===== src/hw/rtl/fixed_capacity_set_store_assert.svh =====
// ----------------------------------------------------------------------------
// Assertion macros for the fixed capacity set store
// Shared concurrent assertion forms, clocked on clk_i and reset by rst_ni.
// ----------------------------------------------------------------------------
`ifndef FIXED_CAPACITY_SET_STORE_ASSERT_SVH
`define FIXED_CAPACITY_SET_STORE_ASSERT_SVH

// Property checked at every clock edge outside of reset.
`define FCSS_ASSERT(label, prop) \
  label: assert property (@(posedge clk_i) disable iff (!rst_ni) (prop)) \
    else $error("fixed_capacity_set_store: assertion failed");

// Property checked at every clock edge, reset included.
`define FCSS_ASSERT_ALWAYS(label, prop) \
  label: assert property (@(posedge clk_i) (prop)) \
    else $error("fixed_capacity_set_store: assertion failed");

`endif


===== src/hw/rtl/fcss_pkg.sv =====
// ----------------------------------------------------------------------------
// fcss_pkg
// Types and constants shared by the fixed capacity set store modules.
// ----------------------------------------------------------------------------
package fcss_pkg;

  localparam int unsigned OP_W    = 2;
  localparam int unsigned DATA_W  = 32;
  localparam int unsigned COUNT_W = 5;

  // Operation codes carried on the request channel.
  localparam logic [OP_W-1:0] OP_INSERT = 2'd0;
  localparam logic [OP_W-1:0] OP_REMOVE = 2'd1;
  localparam logic [OP_W-1:0] OP_QUERY  = 2'd2;

  typedef enum logic [1:0] {
    ST_IDLE,
    ST_UPDATE,
    ST_SCAN,
    ST_OUT
  } state_e;

  // Commands from the controller to the datapath.
  typedef struct packed {
    logic capture;
    logic update;
    logic scan_step;
    logic load_out;
  } dp_cmd_t;

  // Status from the datapath to the controller.
  typedef struct packed {
    logic empty;
    logic scan_last;
  } dp_sts_t;

endpackage


===== src/hw/rtl/fcss_if.sv =====
// ----------------------------------------------------------------------------
// fcss request and response channels
// Valid/ready channel interfaces for set operations and their results.
// ----------------------------------------------------------------------------
interface fcss_req_if;
  logic                              valid;
  logic                              ready;
  logic [fcss_pkg::OP_W-1:0]         operation;
  logic signed [fcss_pkg::DATA_W-1:0] element;

  modport source (output valid, operation, element, input ready);
  modport sink (input valid, operation, element, output ready);
endinterface

interface fcss_rsp_if;
  logic                               valid;
  logic                               ready;
  logic                               success;
  logic [fcss_pkg::COUNT_W-1:0]       count;
  logic                               is_empty;
  logic signed [fcss_pkg::DATA_W-1:0] min_value;
  logic signed [fcss_pkg::DATA_W-1:0] max_value;
  logic                               extremes_valid;

  modport source (output valid, success, count, is_empty, min_value, max_value,
                  extremes_valid, input ready);
  modport sink (input valid, success, count, is_empty, min_value, max_value,
                extremes_valid, output ready);
endinterface


===== src/hw/rtl/fcss_datapath.sv =====
// ----------------------------------------------------------------------------
// fcss_datapath
// Cell array with parallel match, shift-down removal, extreme scan and the
// result register.
// ----------------------------------------------------------------------------
module fcss_datapath #(
  parameter int unsigned CAPACITY = 16
) (
  input  logic                               clk_i,
  input  logic                               rst_ni,
  input  fcss_pkg::dp_cmd_t                  cmd_i,
  output fcss_pkg::dp_sts_t                  sts_o,
  input  logic [fcss_pkg::OP_W-1:0]          operation_i,
  input  logic signed [fcss_pkg::DATA_W-1:0] element_i,
  output logic                               success_o,
  output logic [fcss_pkg::COUNT_W-1:0]       count_o,
  output logic                               is_empty_o,
  output logic signed [fcss_pkg::DATA_W-1:0] min_value_o,
  output logic signed [fcss_pkg::DATA_W-1:0] max_value_o,
  output logic                               extremes_valid_o
);
  import fcss_pkg::*;

  localparam int unsigned IDX_W = (CAPACITY > 1) ? $clog2(CAPACITY) : 1;
  localparam int unsigned CNT_W = $clog2(CAPACITY + 1);

  logic [OP_W-1:0]          op_q;
  logic signed [DATA_W-1:0] elem_q;
  logic signed [DATA_W-1:0] cells_q [CAPACITY];
  logic [CNT_W-1:0]         occ_q, occ_d;
  logic                     ok_q;
  logic [IDX_W-1:0]         scan_q;
  logic signed [DATA_W-1:0] lo_q, hi_q;
  logic signed [DATA_W-1:0] scan_val;

  logic [CAPACITY-1:0] match;
  logic [CAPACITY-1:0] after_hit;
  logic                hit, full, do_insert, do_remove, empty;

  // Parallel compare against every occupied cell. Values are distinct, so at
  // most one cell matches; after_hit marks the match and every cell above it.
  for (genvar i = 0; i < CAPACITY; i++) begin : g_match
    assign match[i] = (CNT_W'(i) < occ_q) && (cells_q[i] == elem_q);
    if (i == 0) begin : g_first
      assign after_hit[i] = match[i];
    end else begin : g_rest
      assign after_hit[i] = after_hit[i-1] | match[i];
    end
  end

  assign hit       = |match;
  assign full      = (occ_q == CNT_W'(CAPACITY));
  assign empty     = (occ_q == '0);
  assign do_insert = (op_q == OP_INSERT) && !full && !hit;
  assign do_remove = (op_q == OP_REMOVE) && hit;

  always_comb begin
    occ_d = occ_q;
    if (do_insert) begin
      occ_d = occ_q + CNT_W'(1);
    end else if (do_remove) begin
      occ_d = occ_q - CNT_W'(1);
    end
  end

  // Each cell either takes an appended value or the value of its upper
  // neighbor when a removal closes the gap.
  for (genvar i = 0; i < CAPACITY; i++) begin : g_cell
    always_ff @(posedge clk_i) begin
      if (cmd_i.update) begin
        if (do_insert && (CNT_W'(i) == occ_q)) begin
          cells_q[i] <= elem_q;
        end else if (do_remove && after_hit[i]) begin
          if (i < CAPACITY - 1) begin
            cells_q[i] <= cells_q[(i < CAPACITY - 1) ? i + 1 : i];
          end
        end
      end
    end
  end

  always_ff @(posedge clk_i or negedge rst_ni) begin
    if (!rst_ni) begin
      occ_q  <= '0;
      ok_q   <= 1'b0;
      scan_q <= '0;
    end else begin
      if (cmd_i.update) begin
        occ_q <= occ_d;
        ok_q  <= do_insert || do_remove || ((op_q == OP_QUERY) && hit);
      end
      if (cmd_i.capture) begin
        scan_q <= '0;
      end else if (cmd_i.scan_step) begin
        scan_q <= scan_q + IDX_W'(1);
      end
    end
  end

  assign scan_val = cells_q[scan_q];

  always_ff @(posedge clk_i) begin
    if (cmd_i.capture) begin
      op_q   <= operation_i;
      elem_q <= element_i;
    end
    if (cmd_i.scan_step) begin
      if (scan_q == '0) begin
        lo_q <= scan_val;
        hi_q <= scan_val;
      end else begin
        if (scan_val < lo_q) begin
          lo_q <= scan_val;
        end
        if (scan_val > hi_q) begin
          hi_q <= scan_val;
        end
      end
    end
    if (cmd_i.load_out) begin
      success_o        <= ok_q;
      count_o          <= COUNT_W'(occ_q);
      is_empty_o       <= empty;
      min_value_o      <= empty ? '0 : lo_q;
      max_value_o      <= empty ? '0 : hi_q;
      extremes_valid_o <= !empty;
    end
  end

  assign sts_o.empty     = empty;
  assign sts_o.scan_last = ((CNT_W'(scan_q) + CNT_W'(1)) == occ_q);

  `include "fixed_capacity_set_store_assert.svh"

  `FCSS_ASSERT(a_occ_bounded, occ_q <= CNT_W'(CAPACITY))
  `FCSS_ASSERT(a_occ_only_on_update, !cmd_i.update |=> $stable(occ_q))
  `FCSS_ASSERT(a_query_keeps_occ, (cmd_i.update && (op_q == OP_QUERY)) |=> $stable(occ_q))
  `FCSS_ASSERT(a_single_match, $onehot0(match))

endmodule


===== src/hw/rtl/fcss_ctrl.sv =====
// ----------------------------------------------------------------------------
// fcss_ctrl
// Sequencer for capture, update, extreme scan and result hand-off.
// ----------------------------------------------------------------------------
module fcss_ctrl (
  input  logic              clk_i,
  input  logic              rst_ni,
  input  logic              in_valid_i,
  output logic              in_ready_o,
  output logic              out_valid_o,
  input  logic              out_ready_i,
  output fcss_pkg::dp_cmd_t cmd_o,
  input  fcss_pkg::dp_sts_t sts_i
);
  import fcss_pkg::*;

  state_e state_q, state_d;
  logic   out_valid_q, out_valid_d;

  always_ff @(posedge clk_i or negedge rst_ni) begin
    if (!rst_ni) begin
      state_q     <= ST_IDLE;
      out_valid_q <= 1'b0;
    end else begin
      state_q     <= state_d;
      out_valid_q <= out_valid_d;
    end
  end

  always_comb begin
    state_d     = state_q;
    out_valid_d = out_valid_q && !out_ready_i;
    in_ready_o  = 1'b0;
    cmd_o       = '0;
    unique case (state_q)
      ST_IDLE: begin
        in_ready_o = 1'b1;
        if (in_valid_i) begin
          cmd_o.capture = 1'b1;
          state_d       = ST_UPDATE;
        end
      end
      ST_UPDATE: begin
        cmd_o.update = 1'b1;
        state_d      = ST_SCAN;
      end
      ST_SCAN: begin
        if (sts_i.empty) begin
          state_d = ST_OUT;
        end else begin
          cmd_o.scan_step = 1'b1;
          if (sts_i.scan_last) begin
            state_d = ST_OUT;
          end
        end
      end
      ST_OUT: begin
        // The result register takes the new result once the previous one is
        // gone or leaves in this cycle.
        if (!out_valid_q || out_ready_i) begin
          cmd_o.load_out = 1'b1;
          out_valid_d    = 1'b1;
          state_d        = ST_IDLE;
        end
      end
      default: begin
        state_d = ST_IDLE;
      end
    endcase
  end

  assign out_valid_o = out_valid_q;

endmodule


===== src/hw/rtl/fixed_capacity_set_store.sv =====
// ----------------------------------------------------------------------------
// fixed_capacity_set_store
// Set of distinct signed 32-bit values kept in insertion order, with insert,
// remove and membership query requests and a result per request.
// ----------------------------------------------------------------------------
//
//   Channel   Direction  Carries
//   req_i     in         operation (insert, remove, query), element
//   rsp_o     out        success, count, is_empty, min_value, max_value,
//                        extremes_valid
//
// A request runs from acceptance through an update state, for the parallel
// match and the append or shift-down, and a scan state for the minimum and
// maximum, one element per cycle over the elements stored after the
// operation (a single pass when the set is empty), to an output state that
// loads the result into the response register. The request channel is ready
// again in the cycle after the load, so a new request is taken only once the
// previous one has been loaded. Unless the response stalls, the scan over
// the cells sets the request rate.
// Reset clears the count and the control state; cell contents are left as is,
// since only cells below the count are ever read.
// A new request is accepted while the previous result still waits in the
// response register; a stalled response holds the controller in its output
// state until the register frees up; the next result waits in the datapath.
//
module fixed_capacity_set_store #(
  parameter int unsigned CAPACITY = 16
) (
  input  logic       clk_i,
  input  logic       rst_ni,
  fcss_req_if.sink   req_i,
  fcss_rsp_if.source rsp_o
);
  import fcss_pkg::*;

  dp_cmd_t cmd;
  dp_sts_t sts;

  // The controller sequences each request; it sees the datapath only through
  // the command and status structs.
  fcss_ctrl u_ctrl (
    .clk_i       (clk_i),
    .rst_ni      (rst_ni),
    .in_valid_i  (req_i.valid),
    .in_ready_o  (req_i.ready),
    .out_valid_o (rsp_o.valid),
    .out_ready_i (rsp_o.ready),
    .cmd_o       (cmd),
    .sts_i       (sts)
  );

  // The datapath holds the cells, the count, the scan and the result register.
  fcss_datapath #(
    .CAPACITY (CAPACITY)
  ) u_datapath (
    .clk_i            (clk_i),
    .rst_ni           (rst_ni),
    .cmd_i            (cmd),
    .sts_o            (sts),
    .operation_i      (req_i.operation),
    .element_i        (req_i.element),
    .success_o        (rsp_o.success),
    .count_o          (rsp_o.count),
    .is_empty_o       (rsp_o.is_empty),
    .min_value_o      (rsp_o.min_value),
    .max_value_o      (rsp_o.max_value),
    .extremes_valid_o (rsp_o.extremes_valid)
  );

endmodule

===== src/flat_wrapper.sv =====
// flat-port wrapper written by rule: the top's interface ports become plain ports
module fixed_capacity_set_store_flat import fcss_pkg::*;
#(
  parameter int unsigned CAPACITY = 16
)
  (clk_i, rst_ni, req_i_valid, req_i_operation, req_i_element, req_i_ready, rsp_o_valid, rsp_o_success, rsp_o_count, rsp_o_is_empty, rsp_o_min_value, rsp_o_max_value, rsp_o_extremes_valid, rsp_o_ready);
  fcss_req_if req_i_i ();
  fcss_rsp_if rsp_o_i ();
  input  logic clk_i;
  input  logic rst_ni;
  input wire logic [$bits(req_i_i.valid)-1:0] req_i_valid;
  input wire logic [$bits(req_i_i.operation)-1:0] req_i_operation;
  input wire logic [$bits(req_i_i.element)-1:0] req_i_element;
  output wire logic [$bits(req_i_i.ready)-1:0] req_i_ready;
  output wire logic [$bits(rsp_o_i.valid)-1:0] rsp_o_valid;
  output wire logic [$bits(rsp_o_i.success)-1:0] rsp_o_success;
  output wire logic [$bits(rsp_o_i.count)-1:0] rsp_o_count;
  output wire logic [$bits(rsp_o_i.is_empty)-1:0] rsp_o_is_empty;
  output wire logic [$bits(rsp_o_i.min_value)-1:0] rsp_o_min_value;
  output wire logic [$bits(rsp_o_i.max_value)-1:0] rsp_o_max_value;
  output wire logic [$bits(rsp_o_i.extremes_valid)-1:0] rsp_o_extremes_valid;
  input wire logic [$bits(rsp_o_i.ready)-1:0] rsp_o_ready;
  assign req_i_i.valid = req_i_valid;
  assign req_i_i.operation = req_i_operation;
  assign req_i_i.element = req_i_element;
  assign req_i_ready = req_i_i.ready;
  assign rsp_o_valid = rsp_o_i.valid;
  assign rsp_o_success = rsp_o_i.success;
  assign rsp_o_count = rsp_o_i.count;
  assign rsp_o_is_empty = rsp_o_i.is_empty;
  assign rsp_o_min_value = rsp_o_i.min_value;
  assign rsp_o_max_value = rsp_o_i.max_value;
  assign rsp_o_extremes_valid = rsp_o_i.extremes_valid;
  assign rsp_o_i.ready = rsp_o_ready;
  fixed_capacity_set_store #(.CAPACITY(CAPACITY)) u_core (.clk_i(clk_i), .rst_ni(rst_ni), .req_i(req_i_i), .rsp_o(rsp_o_i));
endmodule

===== config.mk =====
export PLATFORM = sky130hd
export DESIGN_NAME = fixed_capacity_set_store_flat
export DESIGN_NICKNAME = d
export VERILOG_FILES = /design/src/hw/rtl/fcss_pkg.sv /design/src/hw/rtl/fcss_if.sv /design/src/hw/rtl/fcss_datapath.sv /design/src/hw/rtl/fcss_ctrl.sv /design/src/hw/rtl/fixed_capacity_set_store.sv /design/src/flat_wrapper.sv
export VERILOG_INCLUDE_DIRS = /design/src /design/src/hw/rtl
export SDC_FILE = /design/constraint.sdc
export NUM_CORES = 2
export LEC_CHECK = 0
export ABC_AREA = 1
export BUFFER_PORTS_ARGS = -buffer_cell sky130_fd_sc_hd__clkbuf_2
export CORE_MARGIN = 3
export CORE_UTILIZATION = 45
export CTS_BUF_LIST = sky130_fd_sc_hd__clkbuf_16
export DETAILED_ROUTE_END_ITERATION = 8
export GPL_TIMING_DRIVEN = 1
export PLACE_DENSITY_LB_ADDON = 0.25
export SLEW_MARGIN = 20
export SYNTH_ARGS = -nofsm -noshare
export SYNTH_HDL_FRONTEND = slang
export SYNTH_SLANG_ARGS = --single-unit

===== constraint.sdc =====
create_clock -name clk_i -period 11.2 [get_ports clk_i]
set_input_delay 1.12 -clock clk_i [delete_from_list [all_inputs] [get_ports clk_i]]
set_output_delay 1.12 -clock clk_i [all_outputs]
set_load 0.01 [all_outputs]

==> reports/results.ini <==
[run_status]
outcome=finished clean

[synthesis]
synth-seq-cells=695
yosys.area.top_type=edfxtp_1
ys.warnings.count=0
yosysMostFrequentCell=nand2_1
netlist_area_sq_um=41340
synth_commonest_cells=1181 x nand2_1, 682 x edfxtp_1, 534 x o21ai_0
syn_nets=5001
synthArstFlopShare=0.01871
yosysSeqAreaShare=0.5032
yosys-top-cells-area=edfxtp_1 50%, nand2_1 11%, o21ai_0 6.5%, inv_1 4.6%, a21oi_1 3.0%
synth_top_cell_area_share=0.4954
synthCells=4889
syn_avg_cell_area_sq_um=8.456
synth_ff_type=edfxtp_1
ys_types=51
synth_edf_count=682

[timing]
finalSetupViolations=0
fin_crit_sh=0.6141
rsz0062_at_grt=no
max-slew-margin-rel=0.1702
maxSlewViolCount=0
setup_slack_ps=4322
min_period_ps=6878
fin_skew_ps=32.44
tightest_slew_ps=1243
tns_ps=0
hold_viol=0
fmax_mhz=145.4

[placed_design]
dp.final_hpwl_um=130500
place.gp.congestion=1.077
place_area_sq_um=42820
io_buffers=111
dp_slack_ps=4720

[worst_setup_path]
startpoint=u_core.u_datapath.scan_q[0]
cp.required_ps=11570
end_kind=flip-flop
rr_endpoint=u_core.u_datapath.hi_q[7]
crit_arrival_ps=7250
r2r_slack_ps=4320
cp-start-kind=flip-flop
path_class=reg -> reg
r2r-start=u_core.u_datapath.scan_q[0]
reg2reg_depth=17
path_max_fanout=107

[die]
die-area_sq_um=95550
pin_count=112
fp-row-count=110
core_area_sq_um=90560
start_util=0.4565
die_h_um=309.1
die_w_um=309.1

[clocking]
cts-root-buf=clkbuf_16
hold_buffers=0
cts_htree_levels=3
cts_setup_buffers=0
clock_latency_ps=680
ctsResizeCount=0
cts_tree=yes
clockBufferDepth=3
clock-sinks=695
numCtsBuffers=82
path_clk_slew_ps=60

[power_and_ir_drop]
p_leak_uw=0.01888
pwr-share-seq=0.350
p_switching_uw=4238
combPwrFrac=0.384
switching_share=0.4149
p_int_uw=5977
p_per_area_nw_per_um2=224.6
vdd_ir_drop_max_v=0.0001631
clkPwrFrac=0.266

[global_routing]
grt_usage=0.3909
antenna_found_initial=11
grt_overflow=0
use_met1=0.4864
grt_util_met3=0.1197
grt-busiest-layer=met2
grtUsageMet2=0.5586
grt_max_degree=108
grt_pass1_vias=35340
grt_first_pass_wirelength_um=263400

[cells_and_area]
seqCellArea_sq_um=20810
syn_to_final_growth_pct=10.03
final_cell_area_sq_um=45490
multi_input_area_sq_um=17070
num-fill-cells=8609
layout-drive-gt1-share=0.08543
fin_nets=4973
fin_util=0.5023

[routing]
drt_pass1_iterations=7
vias_per_cell=6.376
routed_wirelength_um=190200
first_iter_violations=7614
drtAntennaViolNets=0
drc=0
vias=38970
wl_per_cell_um=31.12

[job]
cap_violations=0

[worst_hold_path]
hold_class=in -> async

==> cell families (layout without fill, tap and decap cells) <==
logic type,Yosys count,in the layout,synth area share
flops,695,695,0.5032
buf+inv,873,912,0.08907
simple gates,1911,1911,0.1916
compound gates,1114,1114,0.1467
other cells,0,8,0
xor+xnor,222,222,0.04703
fa+ha+maj,74,74,0.02240
==> cells in the final DEF (no fill, tap or decap), types with 95 or more instances in the layout <==
cell type	n
nand3_1	213
nand4_1	126
a21oi_1	248
buf_4	114
edfxtp_1	682
nand2_1	1178
nor2_1	329
o21ai_1	95
xnor2_1	130
o21ai_0	525
clkbuf_2	111
inv_1	518
o22ai_1	147
==> worst max-delay path by stage <==
stage	cells after the start	slack, ps	end
floorplan	16	5670	u_core.u_datapath.cells_q[15][0]
global placement	16	4510	u_core.u_datapath.hi_q[3]
detailed placement	17	4720	u_core.u_datapath.lo_q[6]
CTS	17	4730	u_core.u_datapath.lo_q[11]
global route	19	4150	u_core.u_datapath.lo_q[11]
finish	17	4320	u_core.u_datapath.hi_q[7]
==> critical path: stages, from the launching register on <==
cell	delay [ps]
dfrtp_4	690
inv_6	650
buf_4	950
a21oi_1	530
o41ai_1	1130
buf_4	310
ha_1	150
nand2_1	50
inv_1	80
nand3_1	70
nor4_1	430
o21ai_0	240
nand3b_1	150
nand2_1	50
o21ai_0	70
nand2_1	120
a21oi_4	510
buf_16	240
==> state kept, by name (all words and copies together) (netlist names) <==
register                            count
u_core.u_datapath.extremes_valid_o      1
u_core.u_datapath.scan_q                4
u_core.u_datapath.lo_q                 32
u_core.u_datapath.max_value_o          32
u_core.u_datapath.min_value_o          32
u_core.u_datapath.cells_q             512
u_core.u_datapath.op_q                  2
u_core.u_datapath.ok_q                  1
u_core.u_datapath.count_o               5
u_core.u_ctrl.out_valid_o               1
u_core.u_datapath.occ_q                 5
u_core.u_datapath.elem_q               32
u_core.u_datapath.is_empty_o            1
u_core.u_ctrl.state_q                   2
u_core.u_datapath.success_o             1
u_core.u_datapath.hi_q                 32
==> final cells by class <==
cell class / instances / share of cell area
clock inverters: 68 / 0.01249
multi-input cells: 3321 / 0.3753
clock buffers: 83 / 0.04566
inverters: 534 / 0.04423
repair buffers: 227 / 0.03207
diodes: 8 / 0.0004401
flip-flops and latches: 695 / 0.4575
well taps: 1176 / 0.03235
==> per-stage QoR <==
stage | total power, uW | hold slack (ps) | instances
after floorplan | 5815 | 419.6 | 4889
after global placement | 7284 | 550.1 | 5951
after detailed placement | 7350 | 553.1 | 5952
after CTS | 10030 | 363.4 | 6103
after global routing | 10590 | 390.5 | 6104
final | 10220 | 370.8 | 6112
==> power by group through the flow <==
stage          sequential (uW)  combinational [uW]  clock (uW)
3_5_place_dp              3620                3730           0
4_1_cts                   3570                3750        2720
6_report                  3570                3920        2720
5_1_grt                   3600                4170        2820
2_1_floorplan             3620                2190           0
3_3_place_gp              3610                3670           0
==> layer usage <==
metal | share of wire | up-vias
met4 | 0.11 | 8
met2 | 0.41 | 3427
met5 | 0.00025 | -
met1 | 0.34 | 18000
li1 | - | 16580
met3 | 0.15 | 949
Power figures use the tool's default switching activity.
